**src/hdl/gfcm_pkg.sv**
```systemverilog
`timescale 1ns / 1ps
package gfcm_pkg;

	localparam int GRID_SIZE = 64;
	localparam int COORD_W   = 6;
	localparam int FACE_N    = 6;
	localparam int BASE_W    = 16;
	localparam int FLOOR_W   = 15;
	localparam int WALL_W    = 17;
	localparam int CEIL_W    = 15;

	localparam int BIT_FLOOR = 0;
	localparam int BIT_NORTH = 1;
	localparam int BIT_SOUTH = 2;
	localparam int BIT_WEST  = 3;
	localparam int BIT_EAST  = 4;
	localparam int BIT_CEIL  = 5;

	typedef enum logic [1:0] {
		MESH_FLOOR = 2'd0,
		MESH_WALL  = 2'd1,
		MESH_CEIL  = 2'd2
	} mesh_kind_t;

	typedef enum logic [2:0] {
		FACE_FLOOR = 3'd0,
		FACE_CEIL  = 3'd1,
		FACE_NORTH = 3'd2,
		FACE_SOUTH = 3'd3,
		FACE_WEST  = 3'd4,
		FACE_EAST  = 3'd5
	} face_kind_t;

	typedef struct packed {
		logic [COORD_W-1:0] cell_row;
		logic [COORD_W-1:0] cell_col;
		logic               has_floor;
		logic               has_ceiling;
		logic               is_wall;
		logic               north_wall;
		logic               south_wall;
		logic               west_wall;
		logic               east_wall;
		logic               first_cell;
	} cell_in_t;

	typedef struct packed {
		logic [COORD_W-1:0] row;
		logic [COORD_W-1:0] col;
		logic [FACE_N-1:0]  mask;
		logic [FLOOR_W-1:0] floor_base;
		logic [BASE_W-1:0]  wall_base;
		logic [CEIL_W-1:0]  ceil_base;
	} cell_job_t;

	function automatic face_kind_t face_of(input logic [FACE_N-1:0] onehot);
		face_kind_t f;
		f = FACE_EAST;
		if (onehot[BIT_FLOOR])
			f = FACE_FLOOR;
		else if (onehot[BIT_NORTH])
			f = FACE_NORTH;
		else if (onehot[BIT_SOUTH])
			f = FACE_SOUTH;
		else if (onehot[BIT_WEST])
			f = FACE_WEST;
		else if (onehot[BIT_CEIL])
			f = FACE_CEIL;
		return f;
	endfunction

endpackage

```
**src/hdl/gfcm_cell_if.sv**
```systemverilog
`timescale 1ns / 1ps
interface gfcm_cell_if;
	logic       valid;
	logic       ready;
	logic [5:0] cell_row;
	logic [5:0] cell_col;
	logic       has_floor;
	logic       has_ceiling;
	logic       is_wall;
	logic       north_wall;
	logic       south_wall;
	logic       west_wall;
	logic       east_wall;
	logic       first_cell;

	modport source (output valid, cell_row, cell_col, has_floor, has_ceiling, is_wall,
		north_wall, south_wall, west_wall, east_wall, first_cell, input ready);
	modport sink (input valid, cell_row, cell_col, has_floor, has_ceiling, is_wall,
		north_wall, south_wall, west_wall, east_wall, first_cell, output ready);
endinterface

```
**src/hdl/gfcm_quad_if.sv**
```systemverilog
`timescale 1ns / 1ps
interface gfcm_quad_if;
	logic        valid;
	logic        ready;
	logic [1:0]  mesh_kind;
	logic [2:0]  face_kind;
	logic [5:0]  quad_row;
	logic [5:0]  quad_col;
	logic [15:0] base_vertex;
	logic        last_quad;

	modport source (output valid, mesh_kind, face_kind, quad_row, quad_col, base_vertex,
		last_quad, input ready);
	modport sink (input valid, mesh_kind, face_kind, quad_row, quad_col, base_vertex,
		last_quad, output ready);
endinterface

```
**src/hdl/gfcm_cull.sv**
```systemverilog
`timescale 1ns / 1ps
module gfcm_cull
	import gfcm_pkg::*;
(
	input  logic      clk,
	input  logic      arst_n,
	input  logic      accept,
	input  cell_in_t  cur,
	output cell_job_t job
);

	logic [FLOOR_W-1:0] floor_total_q;
	logic [WALL_W-1:0]  wall_total_q;
	logic [CEIL_W-1:0]  ceil_total_q;

	logic [FLOOR_W-1:0] floor_start;
	logic [WALL_W-1:0]  wall_start;
	logic [CEIL_W-1:0]  ceil_start;
	logic               open_n, open_s, open_w, open_e;
	logic [3:0]         wall_faces;
	logic [2:0]         wall_cnt;

	always_comb begin
		floor_start = cur.first_cell ? '0 : floor_total_q;
		wall_start  = cur.first_cell ? '0 : wall_total_q;
		ceil_start  = cur.first_cell ? '0 : ceil_total_q;

		open_n = (cur.cell_row == '0) || !cur.north_wall;
		open_s = ((int'(cur.cell_row) + 1) >= GRID_SIZE) || !cur.south_wall;
		open_w = (cur.cell_col == '0) || !cur.west_wall;
		open_e = ((int'(cur.cell_col) + 1) >= GRID_SIZE) || !cur.east_wall;
		wall_faces = {open_e, open_w, open_s, open_n} & {4{cur.is_wall}};
		wall_cnt = 3'({2'b00, wall_faces[0]} + {2'b00, wall_faces[1]}
			+ {2'b00, wall_faces[2]} + {2'b00, wall_faces[3]});

		job.row        = cur.cell_row;
		job.col        = cur.cell_col;
		job.mask       = '0;
		job.mask[BIT_FLOOR] = cur.has_floor;
		job.mask[BIT_NORTH] = wall_faces[0];
		job.mask[BIT_SOUTH] = wall_faces[1];
		job.mask[BIT_WEST]  = wall_faces[2];
		job.mask[BIT_EAST]  = wall_faces[3];
		job.mask[BIT_CEIL]  = cur.has_ceiling;
		job.floor_base = floor_start;
		job.wall_base  = wall_start[BASE_W-1:0];
		job.ceil_base  = ceil_start;
	end

	always_ff @(posedge clk or negedge arst_n) begin
		if (!arst_n) begin
			floor_total_q <= '0;
			wall_total_q  <= '0;
			ceil_total_q  <= '0;
		end else if (accept) begin
			floor_total_q <= floor_start + (cur.has_floor ? FLOOR_W'(4) : FLOOR_W'(0));
			wall_total_q  <= wall_start + WALL_W'({wall_cnt, 2'b00});
			ceil_total_q  <= ceil_start + (cur.has_ceiling ? CEIL_W'(4) : CEIL_W'(0));
		end
	end

endmodule

```
**src/hdl/gfcm_emit.sv**
```systemverilog
`timescale 1ns / 1ps
module gfcm_emit
	import gfcm_pkg::*;
(
	input  logic         clk,
	input  logic         arst_n,
	input  logic         accept,
	input  cell_job_t    job,
	output logic         take,
	gfcm_quad_if.source  quad
);

	logic [COORD_W-1:0] row_s1;
	logic [COORD_W-1:0] col_s1;
	logic [FACE_N-1:0]  mask_s1;
	logic [FLOOR_W-1:0] floor_base_s1;
	logic [BASE_W-1:0]  wall_base_s1;
	logic [CEIL_W-1:0]  ceil_base_s1;

	logic               out_valid_q;
	mesh_kind_t         mesh_q;
	face_kind_t         face_q;
	logic [COORD_W-1:0] row_q;
	logic [COORD_W-1:0] col_q;
	logic [BASE_W-1:0]  base_q;
	logic               last_q;

	logic [FACE_N-1:0]  pick;
	logic [FACE_N-1:0]  rest;
	logic               load_out;
	logic               fire;
	logic               is_wall_face;
	mesh_kind_t         mesh_sel;
	logic [BASE_W-1:0]  base_sel;

	always_comb begin
		pick = mask_s1 & (~mask_s1 + FACE_N'(1));
		rest = mask_s1 & ~pick;
		load_out = !out_valid_q || quad.ready;
		fire = load_out && (mask_s1 != '0);
		take = (mask_s1 == '0) || (fire && (rest == '0));
		is_wall_face = !pick[BIT_FLOOR] && !pick[BIT_CEIL];
		if (pick[BIT_FLOOR]) begin
			mesh_sel = MESH_FLOOR;
			base_sel = BASE_W'(floor_base_s1);
		end else if (pick[BIT_CEIL]) begin
			mesh_sel = MESH_CEIL;
			base_sel = BASE_W'(ceil_base_s1);
		end else begin
			mesh_sel = MESH_WALL;
			base_sel = wall_base_s1;
		end
	end

	always_ff @(posedge clk or negedge arst_n) begin
		if (!arst_n) begin
			mask_s1 <= '0;
		end else if (accept) begin
			mask_s1 <= job.mask;
		end else if (fire) begin
			mask_s1 <= rest;
		end
	end

	always_ff @(posedge clk) begin
		if (accept) begin
			row_s1        <= job.row;
			col_s1        <= job.col;
			floor_base_s1 <= job.floor_base;
			wall_base_s1  <= job.wall_base;
			ceil_base_s1  <= job.ceil_base;
		end else if (fire && is_wall_face) begin
			wall_base_s1 <= wall_base_s1 + BASE_W'(4);
		end
	end

	always_ff @(posedge clk or negedge arst_n) begin
		if (!arst_n) begin
			out_valid_q <= 1'b0;
		end else if (load_out) begin
			out_valid_q <= fire;
		end
	end

	always_ff @(posedge clk) begin
		if (fire) begin
			mesh_q <= mesh_sel;
			face_q <= face_of(pick);
			row_q  <= row_s1;
			col_q  <= col_s1;
			base_q <= base_sel;
			last_q <= (rest == '0);
		end
	end

	assign quad.valid       = out_valid_q;
	assign quad.mesh_kind   = mesh_q;
	assign quad.face_kind   = face_q;
	assign quad.quad_row    = row_q;
	assign quad.quad_col    = col_q;
	assign quad.base_vertex = base_q;
	assign quad.last_quad   = last_q;

endmodule

```
**src/hdl/grid_face_culling_mesher_unit.sv**
```systemverilog
`timescale 1ns / 1ps
// Face-culling mesher: takes grid cells in row-major order and sends one quad
// item per visible face (floor, north, south, west, east, ceiling, in that
// order), each with its mesh, face, cell and base vertex in that mesh. Set
// first_cell on the first cell of a grid to restart the three vertex counters.
// A cell sends one visible quad per cycle while the output is not stalled by
// quad ready; the single quad output register sets that rate. The next cell is
// taken in the cycle its predecessor's last quad moves to the output register,
// and a cell with no visible face lets the next cell in on the cycle after it.
module grid_face_culling_mesher_unit
	import gfcm_pkg::*;
(
	input  logic        clk,
	input  logic        arst_n,
	gfcm_cell_if.sink   cells,
	gfcm_quad_if.source quad
);

	cell_in_t  cell_in;
	cell_job_t job;
	logic      take;
	logic      accept;

	always_comb begin
		cell_in.cell_row    = cells.cell_row;
		cell_in.cell_col    = cells.cell_col;
		cell_in.has_floor   = cells.has_floor;
		cell_in.has_ceiling = cells.has_ceiling;
		cell_in.is_wall     = cells.is_wall;
		cell_in.north_wall  = cells.north_wall;
		cell_in.south_wall  = cells.south_wall;
		cell_in.west_wall   = cells.west_wall;
		cell_in.east_wall   = cells.east_wall;
		cell_in.first_cell  = cells.first_cell;
	end

	assign cells.ready = take;
	assign accept      = cells.valid && take;

	gfcm_cull u_cull (
		.clk    (clk),
		.arst_n (arst_n),
		.accept (accept),
		.cur    (cell_in),
		.job    (job)
	);

	gfcm_emit u_emit (
		.clk    (clk),
		.arst_n (arst_n),
		.accept (accept),
		.job    (job),
		.take   (take),
		.quad   (quad)
	);

endmodule

```
**src/flat_wrapper.sv**
```systemverilog
// flat-port wrapper written by rule: the top's interface ports become plain ports
module grid_face_culling_mesher_unit_flat import gfcm_pkg::*;
  (clk, arst_n, cells_valid, cells_cell_row, cells_cell_col, cells_has_floor, cells_has_ceiling, cells_is_wall, cells_north_wall, cells_south_wall, cells_west_wall, cells_east_wall, cells_first_cell, cells_ready, quad_valid, quad_mesh_kind, quad_face_kind, quad_quad_row, quad_quad_col, quad_base_vertex, quad_last_quad, quad_ready);
  gfcm_cell_if cells_i ();
  gfcm_quad_if quad_i ();
  input  logic clk;
  input  logic arst_n;
  input wire logic [$bits(cells_i.valid)-1:0] cells_valid;
  input wire logic [$bits(cells_i.cell_row)-1:0] cells_cell_row;
  input wire logic [$bits(cells_i.cell_col)-1:0] cells_cell_col;
  input wire logic [$bits(cells_i.has_floor)-1:0] cells_has_floor;
  input wire logic [$bits(cells_i.has_ceiling)-1:0] cells_has_ceiling;
  input wire logic [$bits(cells_i.is_wall)-1:0] cells_is_wall;
  input wire logic [$bits(cells_i.north_wall)-1:0] cells_north_wall;
  input wire logic [$bits(cells_i.south_wall)-1:0] cells_south_wall;
  input wire logic [$bits(cells_i.west_wall)-1:0] cells_west_wall;
  input wire logic [$bits(cells_i.east_wall)-1:0] cells_east_wall;
  input wire logic [$bits(cells_i.first_cell)-1:0] cells_first_cell;
  output wire logic [$bits(cells_i.ready)-1:0] cells_ready;
  output wire logic [$bits(quad_i.valid)-1:0] quad_valid;
  output wire logic [$bits(quad_i.mesh_kind)-1:0] quad_mesh_kind;
  output wire logic [$bits(quad_i.face_kind)-1:0] quad_face_kind;
  output wire logic [$bits(quad_i.quad_row)-1:0] quad_quad_row;
  output wire logic [$bits(quad_i.quad_col)-1:0] quad_quad_col;
  output wire logic [$bits(quad_i.base_vertex)-1:0] quad_base_vertex;
  output wire logic [$bits(quad_i.last_quad)-1:0] quad_last_quad;
  input wire logic [$bits(quad_i.ready)-1:0] quad_ready;
  assign cells_i.valid = cells_valid;
  assign cells_i.cell_row = cells_cell_row;
  assign cells_i.cell_col = cells_cell_col;
  assign cells_i.has_floor = cells_has_floor;
  assign cells_i.has_ceiling = cells_has_ceiling;
  assign cells_i.is_wall = cells_is_wall;
  assign cells_i.north_wall = cells_north_wall;
  assign cells_i.south_wall = cells_south_wall;
  assign cells_i.west_wall = cells_west_wall;
  assign cells_i.east_wall = cells_east_wall;
  assign cells_i.first_cell = cells_first_cell;
  assign cells_ready = cells_i.ready;
  assign quad_valid = quad_i.valid;
  assign quad_mesh_kind = quad_i.mesh_kind;
  assign quad_face_kind = quad_i.face_kind;
  assign quad_quad_row = quad_i.quad_row;
  assign quad_quad_col = quad_i.quad_col;
  assign quad_base_vertex = quad_i.base_vertex;
  assign quad_last_quad = quad_i.last_quad;
  assign quad_i.ready = quad_ready;
  grid_face_culling_mesher_unit u_core (.clk(clk), .arst_n(arst_n), .cells(cells_i), .quad(quad_i));
endmodule
```
**config.mk**
```make
export PLATFORM = sky130hd
export DESIGN_NAME = grid_face_culling_mesher_unit_flat
export DESIGN_NICKNAME = d
export VERILOG_FILES = /design/src/hdl/gfcm_pkg.sv /design/src/hdl/gfcm_cell_if.sv /design/src/hdl/gfcm_quad_if.sv /design/src/hdl/gfcm_cull.sv /design/src/hdl/gfcm_emit.sv /design/src/hdl/grid_face_culling_mesher_unit.sv /design/src/flat_wrapper.sv
export SDC_FILE = /design/constraint.sdc
export NUM_CORES = 1
export LEC_CHECK = 0
export BUFFER_PORTS_ARGS = -buffer_cell sky130_fd_sc_hd__buf_2
export CAP_MARGIN = 25
export CORE_MARGIN = 2
export CORE_UTILIZATION = 50
export CTS_CLUSTER_DIAMETER = 100
export CTS_CLUSTER_SIZE = 10
export DETAILED_ROUTE_END_ITERATION = 6
export PLACE_DENSITY = 0.77
export SYNTH_ARGS = -nofsm -noshare
export SYNTH_HDL_FRONTEND = slang
export SYNTH_SLANG_ARGS = --single-unit
```
**constraint.sdc**
```tcl
create_clock -name clk -period 3.4 [get_ports clk]
set_input_delay 0.68 -clock clk [delete_from_list [all_inputs] [get_ports clk]]
set_output_delay 0.68 -clock clk [all_outputs]
set_load 0.02 [all_outputs]
```
==> summary.txt, run 1 <==
DRT antenna net count = 0
clock tree from TritonCTS = built
initial cell density of the core = 50.5%
origin of the worst setup path = cells_cell_row[0]
synthesis-to-finish area growth = 23.4%
setup TNS = -0.792 ns
Max Transition Viols Final = 0
fraction of the cycle the final worst path needs = 106%
number of global-route vias before repair = 4,894
total power draw = 7.27 mW
data arrival time of the worst path = 3.95 ns
Hold Fails Final Rpt = 0
run status = finished, violations left
FF/Latch Area = 0.00409 mm²
post-route core utilization = 62.3%
clock network latency to the later pin of the worst-skew pair = 0.41 ns
Synth area leaders = edfxtp_1, dfrtp_1, nand2_1
most frequent cell after synthesis = nand2_1
CTS sink count = 145
CP max stage delay = 0.53 ns
routed wire length per instance = 17.1 µm
unrepaired setup endpoints after global routing = yes
maximum number of pins on one net before global-route repair = 97
number of nets in the finished design = 710
number of fill cells in the layout = 950
series of cell instances along the critical path = buf_2 -> or4_4 -> o31ai_4 -> nand2_2 -> fa_1 -> inv_2 -> ha_4 -> ha_4 -> inv_2 -> fa_2 -> nand2b_4 -> a21oi_4 -> nand3_1 -> or4_1 -> nand2_1
top achievable clock speed = 278 MHz
antenna fix cells = 0
largest buffer count on any clock path = 2
Starting DRT DRC Count = 623
antenna violations before repair = 0
critical path fanouts, max = 4
Setup CP Type = primary input to register
post-detailed-route DRC marker count = 0
worst hold slack = 0.395 ns
nets in the synthesized netlist = 618
number of vias after detailed routing = 5,019
Worst Setup End Kind = register
final count of negative-setup-slack endpoints = 6
critical path launch point type = primary input
number of rows created at floorplan = 42
H-tree depth reported by CTS = 4
area fraction of the dominant cell type after synthesis = 41.8%
endpoint required time on the critical path = 3.75 ns
top cells by instance count after synthesis = nand2_1, edfxtp_1, dfrtp_1
setup skew after layout = 0.00806 ns
Final WS setup = -0.199 ns
Slew Limit Headroom = 51.1%
number of warnings reported in the yosys synthesis log = 0
count of flip-flops with a built-in enable after synthesis = 92
gate count of the mapped netlist = 582
most frequently used flop master after synthesis = edfxtp_1
final wirelength = 14,700 µm
cell with the largest stage delay on the worst path = fa_1
Synth area leader = edfxtp_1
area enclosed by the die boundary = 0.0142 mm²
first-pass detailed-route iteration total = 5
worst vdd ir = 0.638 mV
Mapped Area = 0.00661 mm²
post-route standard cell area excluding fillers = 0.00815 mm²
Static Leakage = 3.30 nW
last weighted congestion value of the routability-driven placer = 0.865
boundary pin count = 60
Power per Cell Area = 891 mW/mm²
post-DR vias/cell = 5.82
share of final-layout standard cells stronger than drive strength 1 = 24.0%
Least-Margin Pin Slew = 0.726 ns
total grt overflow = 0
core outline area = 0.0131 mm²
number of clock buffers inserted by TritonCTS = 17
share of synthesized registers carrying an async set or reset = 36.6%
violations in the final reports = negative setup slack
width of the die = 119 µm
overall die height = 119 µm
port buffer count = 59
clock-pin slew on the worst setup and hold paths = 0.06 ns
number of storage elements in the synthesis netlist = 145
global-route wire length before repair = 23,700 µm
MaxCap Viol Count = 0
area of the multi-input gates = 0.00255 mm²
HPWL after DPL = 9260 µm
min Tclk post-route = 3.60 ns
sequential share of the synthesized area = 61.9%
unique cell type count in the Yosys netlist = 48
startpoint of the lowest-slack register-to-register path = u_core.u_emit.mask_s1[1]
buffer cell driving the clock tree root = clkbuf_16
Mean Syn Cell Area = 11.4 µm²
worst hold path class = primary input to asynchronous set/reset pin
global routing usage summed across all routing layers = 21.1%
instance area at placement = 0.00739 mm²
[area by class of cell]
| class | instances | area share, % |
|---|---|---|
| Sequential cell | 145 | 50.2 |
| Inverter | 12 | 0.552 |
| Clock buffer | 20 | 5.74 |
| Multi-Input combinational cell | 396 | 31.3 |
| Tap cell | 176 | 2.70 |
| Timing Repair Buffer | 102 | 8.10 |
| Clock inverter | 12 | 1.47 |
[kinds of logic after synthesis]
kind of cell | synth area share (%)
compound gates | 11.3
simple gates | 20.0
flops | 61.9
fa+ha+maj | 2.50
xor+xnor | 1.59
buf+inv | 2.78
[per-layer routing]
layer | track usage [%] | wire (µm) | share of wire (%)
met4 | 9.97 | 290 | 2.0
met3 | 4.02 | 663 | 4.5
met1 | 27.3 | 6230 | 42
met2 | 34.6 | 7530 | 51
met5 | 0 | 0 | 0
[cells in the final DEF (no fill, tap or decap), types with 3 or more instances in the layout]
| cell type | count |
|---|---|
| a211oi_1 | 4 |
| a21oi_1 | 11 |
| a21oi_4 | 4 |
| a221o_1 | 18 |
| a22oi_1 | 15 |
| and2_1 | 9 |
| and3_1 | 8 |
| buf_2 | 58 |
| buf_4 | 40 |
| clkbuf_16 | 18 |
| clkinv_4 | 3 |
| dfrtp_1 | 53 |
| edfxtp_1 | 92 |
| ha_1 | 5 |
| ha_4 | 5 |
| inv_1 | 9 |
| inv_2 | 3 |
| inv_6 | 4 |
| nand2_1 | 107 |
| nand2b_1 | 4 |
| nand3_1 | 18 |
| nand4_1 | 10 |
| nor2_1 | 30 |
| nor2b_1 | 35 |
| nor3_1 | 6 |
| nor4_1 | 19 |
| o211ai_1 | 3 |
| o21ai_0 | 24 |
| o221ai_1 | 5 |
| or2_2 | 3 |
| or3_1 | 3 |
| or4_1 | 3 |
| xnor2_1 | 7 |
| xor2_1 | 5 |
[critical path: cells and delay by family]
family	cells	cell delay (ns)
simple gates	6	1.35
fa+ha+maj	4	1.31
compound gates	2	0.41
buf+inv	3	0.20
[timing repair]
action | 4_1_cts | 5_1_grt
pin swaps | 6 | 16
hold buffers | 0 | 0
endpoints found under the hold margin | 0 | 0
setup buffers | 8 | 2
resized for setup | 5 | 12
endpoints found under the setup margin | 8 | 9
[sequential cells by signal (all words and copies together), names as in the netlist]
signal and cells:
u_core.u_cull.wall_total_q 16, u_core.u_emit.floor_base_s1 15, u_core.u_cull.ceil_total_q 15, u_core.u_emit.wall_base_s1 16, u_core.u_emit.mask_s1 6, u_core.u_emit.quad.mesh_kind 2
u_core.u_emit.quad.base_vertex 16, u_core.u_emit.quad.quad_col 6, u_core.u_emit.col_s1 6, u_core.u_emit.quad.face_kind 3, u_core.u_emit.quad.quad_row 6, u_core.u_emit.row_s1 6
u_core.u_emit.quad.last_quad 1, u_core.u_cull.floor_total_q 15, u_core.u_emit.ceil_base_s1 15, u_core.u_emit.quad.valid 1
[where the power goes]
part	leakage [nW]	internal [mW]	switching [mW]
clock	0.289	1.08	0.743
sequential	1.62	2.76	0.341
combinational	1.39	0.755	1.58
total	3.30	4.60	2.66
[metrics by stage]
| stage | cells | worst slack (ns) |
|---|---|---|
| finish | 863 | -0.199 |
| global route | 863 | -0.319 |
| CTS | 862 | -0.175 |
| detailed placement | 822 | -0.722 |
| global placement | 822 | -0.732 |
| floorplan | 582 | -0.494 |
[final timing paths]
path | endpoint | slack [ns] | depth (start not counted)
max | u_core.u_cull.wall_total_q[14] | -0.20 | 15
min | u_core.u_cull.floor_total_q[0] | 0.39 | 2
max reg2reg | u_core.u_cull.wall_total_q[0] | 0.75 | 7
min reg2reg | u_core.u_emit.quad.quad_col[3] | 0.42 | 0
max in group asynchronous | u_core.u_cull.wall_total_q[11] | 2.50 | 2
min in group clk | u_core.u_emit.quad.quad_col[3] | 0.42 | 0
(Power assumes the default switching activity.)
==> run 2, diff against run 1 <==
PLACE_DENSITY = 0.81   (was 0.77)
==> run 2 against run 1 <==
Against the previous run:
- the flow still finishes with violations (negative setup slack)
- non-clock buffer count down 1
- design area down 0.23%
- die area unchanged
- clock power about the same
- critical path depth down 1
- clock skew up 0.0016 ns
- sequential power about the same
- power up 0.39%
- critical endpoint is now u_core.u_cull.wall_total_q[15]
- largest cell class unchanged
- highest routed layer unchanged
==> summary.txt, run 2 (synthesized netlist as in run 1, its figures left out) <==
clock-pin slew on the worst setup and hold paths = 0.07 ns (was 0.06 ns)
critical path fanouts, max = 2 (was 4)
maximum number of pins on one net before global-route repair = 93 (was 97)
worst hold path class = primary input to asynchronous set/reset pin (unchanged)
number of nets in the finished design = 709 (was 710)
post-DR vias/cell = 5.95 (was 5.82)
most common library cell in the layout ignoring fill and taps = nand2_1 (unchanged)
overall die height = 119 µm (unchanged)
r2r setup slk = 0.52 ns (was 0.75 ns)
clock network latency to the later pin of the worst-skew pair = 0.43 ns (was 0.41 ns)
Slew Limit Headroom = 43.5% (was 51.1%)
antenna violations before repair = 0 (unchanged)
Static Leakage = 3.28 nW (was 3.30 nW)
number of clock buffers inserted by TritonCTS = 17 (unchanged)
depth of the worst register-to-register path = 6 (was 7)
core outline area = 0.0131 mm² (unchanged)
HPWL after DPL = 9360 µm (was 9260 µm)
Global Route met1 Usage = 27.8% (was 27.3%)
number of global-route vias before repair = 5,066 (was 4,894)
data arrival time of the worst path = 3.88 ns (was 3.95 ns)
FF-to-FF End = u_core.u_cull.wall_total_q[5] (was u_core.u_cull.wall_total_q[0])
critical path launch point type = primary input (unchanged)
gr busiest metal = met2 (unchanged)
endpoint required time on the critical path = 3.75 ns (about the same)
startpoint of the lowest-slack register-to-register path = u_core.u_emit.mask_s1[1] (unchanged)
fraction of the cycle the final worst path needs = 104% (was 106%)
Worst Setup End Kind = register (unchanged)
share of final-layout standard cells stronger than drive strength 1 = 23.6% (was 24.0%)
width of the die = 119 µm (unchanged)
min Tclk post-route = 3.52 ns (was 3.60 ns)
violations in the final reports = negative setup slack (unchanged)
final wirelength = 15,100 µm (was 14,700 µm)
run status = finished, violations left (unchanged)
unrepaired setup endpoints after global routing = yes (unchanged)
Starting DRT DRC Count = 486 (was 623)
worst slack at placement = -0.775 ns (was -0.722 ns)
final count of negative-setup-slack endpoints = 6 (unchanged)
synthesis-to-finish area growth = 23.1% (was 23.4%)
met3 track demand over resource = 4.89% (was 4.02%)
boundary pin count = 60 (unchanged)
initial cell density of the core = 50.5% (unchanged)
setup skew after layout = 0.00963 ns (was 0.00806 ns)
Setup CP Type = primary input to register (unchanged)
port buffer count = 59 (unchanged)
total power draw = 7.29 mW (was 7.27 mW)
number of vias after detailed routing = 5,128 (was 5,019)
MaxCap Viol Count = 0 (unchanged)
global routing usage summed across all routing layers = 22.1% (was 21.1%)
largest buffer count on any clock path = 2 (unchanged)
Hold Fails Final Rpt = 0 (unchanged)
Max Transition Viols Final = 0 (unchanged)
CTS sink count = 145 (unchanged)
DRT antenna net count = 0 (unchanged)
last weighted congestion value of the routability-driven placer = 0.914 (was 0.865)
antenna fix cells = 0 (unchanged)
top achievable clock speed = 284 MHz (was 278 MHz)
most frequent cells in the layout = nand2_1, edfxtp_1, buf_2 (unchanged)
Power per Cell Area = 897 mW/mm² (was 891 mW/mm²)
global-route wire length before repair = 24,700 µm (was 23,700 µm)
first-pass detailed-route iteration total = 5 (unchanged)
clock tree from TritonCTS = built (unchanged)
Final WS setup = -0.123 ns (was -0.199 ns)
total grt overflow = 0 (unchanged)
buffer cell driving the clock tree root = clkbuf_16 (unchanged)
global-route track usage on met2 = 36.7% (was 34.6%)
routed wire length per instance = 17.5 µm (was 17.1 µm)
origin of the worst setup path = cells_cell_row[3] (was cells_cell_row[0])
area enclosed by the die boundary = 0.0142 mm² (unchanged)
Least-Margin Pin Slew = 0.846 ns (was 0.726 ns)
post-detailed-route DRC marker count = 0 (unchanged)
number of rows created at floorplan = 42 (unchanged)
H-tree depth reported by CTS = 4 (unchanged)
worst vdd ir = 0.534 mV (was 0.638 mV)
run 2: report_power, final:
group	internal [mW]	total, mW	leakage (nW)	switching, mW
logic	0.758	2.36	1.38	1.61
clock network	1.01	1.83	0.284	0.814
registers	2.77	3.10	1.62	0.335
run 2: final cells by class:
class	count	area (µm²)
multi-input cells	396	2520
fillers	904	4950
repair buffers	101	676
clock inverters	14	134
inverters	12	45.0
clock buffers	18	450
flip-flops and latches	145	4090
well taps	176	220
run 2: timing repair:
| item | 4_1_cts | 5_1_grt |
|---|---|---|
| gates resized for setup | 8 | 6 |
| hold buffers | 0 | 0 |
| pin swaps | 11 | 4 |
| buffers inserted | 8 | 3 |
| setup endpoints to repair | 10 | 9 |
run 2: through the flow:
stage / setup TNS [ns] / hold slack, ns / cells / utilization, % / cell area (µm²)
after floorplan: -2.02 / 0.384 / 582 / - / 6730
after global placement: -4.93 / 0.404 / 818 / 56.4 / 7370
after detailed placement: -6.11 / 0.405 / 819 / 56.4 / 7390
after global routing: -1.12 / 0.424 / 862 / 62.2 / 8130
final: -0.482 / 0.369 / 862 / 62.2 / 8130
after CTS: -0.533 / 0.415 / 859 / 61.6 / 8070
run 2: worst max-delay path by stage:
stage	endpoint	slack (ns)	cells after the start
global placement	u_core.u_cull.wall_total_q[15]	-0.67	14
detailed placement	u_core.u_cull.wall_total_q[15]	-0.78	14
floorplan	u_core.u_cull.wall_total_q[15]	-0.49	13
global route	u_core.u_cull.wall_total_q[15]	-0.23	14
finish	u_core.u_cull.wall_total_q[15]	-0.12	14
CTS	u_core.u_cull.wall_total_q[14]	-0.15	15
run 2: critical path, stage by stage:
cell       delay, ns
buf_6           0.09
or4_4           0.52
o31ai_2         0.19
nand2_1         0.11
fa_1            0.51
inv_2           0.05
ha_4            0.15
ha_4            0.23
ha_4            0.27
nand3_4         0.07
a2111oi_4       0.32
nand3_1         0.15
or4_1           0.43
nand2_1         0.09
run 2: per-layer routing:
| metal | share of wire [%] | wire (µm) | vias up |
|---|---|---|---|
| met1 | 42 | 6280 | 2516 |
| met2 | 50 | 7480 | 240 |
| met5 | 0 | 0 | - |
| met3 | 6.5 | 984 | 31 |
| li1 | - | - | 2341 |
| met4 | 2.3 | 353 | 0 |
==> run 3, diff against run 2 <==
CORE_UTILIZATION = 54   (was 50)
PLACE_DENSITY = 0.85   (was 0.81)
==> run 3 against run 2 <==
Against the previous run:
- the flow still finishes with violations (negative setup slack)
- sequential share of layout area rose by 0.32 points
- register-to-register slack barely moved
- global-route usage rose by 3.8 points
- worst setup slack got worse by 0.0064 ns
- critical path type unchanged
- critical endpoint is now u_core.u_cull.wall_total_q[14]
- largest power group unchanged
==> summary.txt, run 3 (synthesized netlist as in run 1, its figures left out) <==
Worst Setup End Kind = register (unchanged)
number of clock buffers inserted by TritonCTS = 17 (unchanged)
initial cell density of the core = 55.3% (was 50.5%)
global routing usage summed across all routing layers = 25.9% (was 22.1%)
endpoint required time on the critical path = 3.77 ns (was 3.75 ns)
routed wire length per instance = 19.3 µm (was 17.5 µm)
synthesis-to-finish area growth = 22.3% (was 23.1%)
clock-pin slew on the worst setup and hold paths = 0.06 ns (was 0.07 ns)
width of the die = 115 µm (was 119 µm)
final count of negative-setup-slack endpoints = 6 (unchanged)
number of rows created at floorplan = 40 (was 42)
clock tree from TritonCTS = built (unchanged)
port buffer count = 59 (unchanged)
overall die height = 115 µm (was 119 µm)
Power per Cell Area = 912 mW/mm² (was 897 mW/mm²)
Least-Margin Pin Slew = 0.845 ns (was 0.846 ns)
worst hold slack = 0.261 ns (was 0.369 ns)
Slew Limit Headroom = 43.1% (was 43.5%)
post-DR vias/cell = 6.30 (was 5.95)
setup skew after layout = 0.00573 ns (was 0.00963 ns)
final non-filler cell total = 835 (was 862)
placed cell count = 796 (was 819)
buffer cell driving the clock tree root = clkbuf_16 (unchanged)
most frequent cells in the layout = nand2_1, edfxtp_1, buf_2 (unchanged)
violations in the final reports = negative setup slack (unchanged)
number of fill cells in the layout = 769 (was 904)
top achievable clock speed = 283 MHz (was 284 MHz)
most common library cell in the layout ignoring fill and taps = nand2_1 (unchanged)
worst vdd ir = 0.505 mV (was 0.534 mV)
clock network latency to the later pin of the worst-skew pair = 0.43 ns (about the same)
Hold Fails Final Rpt = 0 (unchanged)
global-route wire length before repair = 25,700 µm (was 24,700 µm)
min Tclk post-route = 3.53 ns (was 3.52 ns)
number of vias after detailed routing = 5,263 (was 5,128)
last weighted congestion value of the routability-driven placer = 0.846 (was 0.914)
core outline area = 0.0120 mm² (was 0.0131 mm²)
MaxCap Viol Count = 0 (unchanged)
HPWL after DPL = 9990 µm (was 9360 µm)
setup TNS = -0.473 ns (was -0.482 ns)
antenna fix cells = 0 (unchanged)
DRT antenna net count = 0 (unchanged)
antenna violations before repair = 0 (unchanged)
first-pass detailed-route iteration total = 5 (unchanged)
boundary pin count = 60 (unchanged)
run status = finished, violations left (unchanged)
fraction of the cycle the final worst path needs = 104% (about the same)
Final WS setup = -0.130 ns (was -0.123 ns)
Max Transition Viols Final = 0 (unchanged)
share of final-layout standard cells stronger than drive strength 1 = 24.4% (was 23.6%)
number of nets in the finished design = 711 (was 709)
total grt overflow = 0 (unchanged)
critical path fanouts, max = 4 (was 2)
critical path launch point type = primary input (unchanged)
largest buffer count on any clock path = 2 (unchanged)
CTS sink count = 145 (unchanged)
maximum number of pins on one net before global-route repair = 45 (was 93)
Starting DRT DRC Count = 807 (was 486)
number of global-route vias before repair = 5,057 (was 5,066)
worst hold path class = primary input to asynchronous set/reset pin (unchanged)
Static Leakage = 3.28 nW (about the same)
Setup CP Type = primary input to register (unchanged)
final wirelength = 16,100 µm (was 15,100 µm)
data arrival time of the worst path = 3.90 ns (was 3.88 ns)
unrepaired setup endpoints after global routing = yes (unchanged)
H-tree depth reported by CTS = 4 (unchanged)
area enclosed by the die boundary = 0.0131 mm² (was 0.0142 mm²)
post-detailed-route DRC marker count = 0 (unchanged)
-- run 3: path summary, 6_finish.rpt --
kind,startpoint,end,slack [ns],depth (start not counted)
worst max-delay path,cells_cell_row[3],u_core.u_cull.wall_total_q[14],-0.13,15
min in group clk,u_core.u_emit.row_s1[5],u_core.u_emit.quad.quad_row[5],0.42,0
max in group asynchronous,arst_n,u_core.u_cull.wall_total_q[6],2.31,2
worst max register to register,u_core.u_emit.mask_s1[1],u_core.u_emit.floor_base_s1[9],0.52,5
worst min register to register,u_core.u_emit.row_s1[5],u_core.u_emit.quad.quad_row[5],0.42,0
worst min-delay path,arst_n,u_core.u_cull.ceil_total_q[0],0.26,1
-- run 3: timing repair --
action / CTS / global route
resized for setup: 8 / 7
hold buffers: 0 / 0
setup buffers: 6 / 1
pin swaps: 9 / 7
setup endpoints to repair: 9 / 10
-- run 3: routing by layer --
layer	part of all wire, %	GRT usage (%)	wire (µm)
met1	37	30.9	6030
met2	51	43.2	8230
met3	7.6	7.09	1220
met4	3.8	13.2	606
met5	0	0	0
-- run 3: per-stage QoR --
stage	worst slack [ns]	area (µm²)	power, mW	util, %
after floorplan	-0.494	6730	4.62	-
after global placement	-0.696	7370	5.24	61.6
after detailed placement	-0.727	7370	5.36	61.6
after CTS	-0.155	8050	7.30	67.3
after global routing	-0.239	8080	7.69	67.6
final	-0.130	8080	7.37	67.6
-- run 3: power breakdown --
group	switching (mW)	total, mW	internal (mW)
Combinational	1.63	2.35	0.718
Clock	0.799	1.90	1.10
Sequential	0.351	3.12	2.77
-- run 3: worst max-delay path: stages --
cell	delay, ns
buf_6	0.09
or4_4	0.53
o31ai_2	0.18
nand2_1	0.11
fa_1	0.51
inv_2	0.05
ha_4	0.27
ha_4	0.13
inv_2	0.04
fa_2	0.39
nand2b_4	0.16
a21oi_4	0.18
nand3_2	0.08
or4_4	0.42
nand2_2	0.08
-- run 3: layout make-up --
type                            instances  area [µm²]  area share [%]
Tap cell                              147         184            2.28
Clock buffer                           17         425            5.26
Inverter                               12        45.0           0.557
Multi-Input combinational cell        396        2520            31.2
Timing Repair Buffer                  103         638            7.89
Sequential cell                       145        4090            50.6
Clock inverter                         15         179            2.21
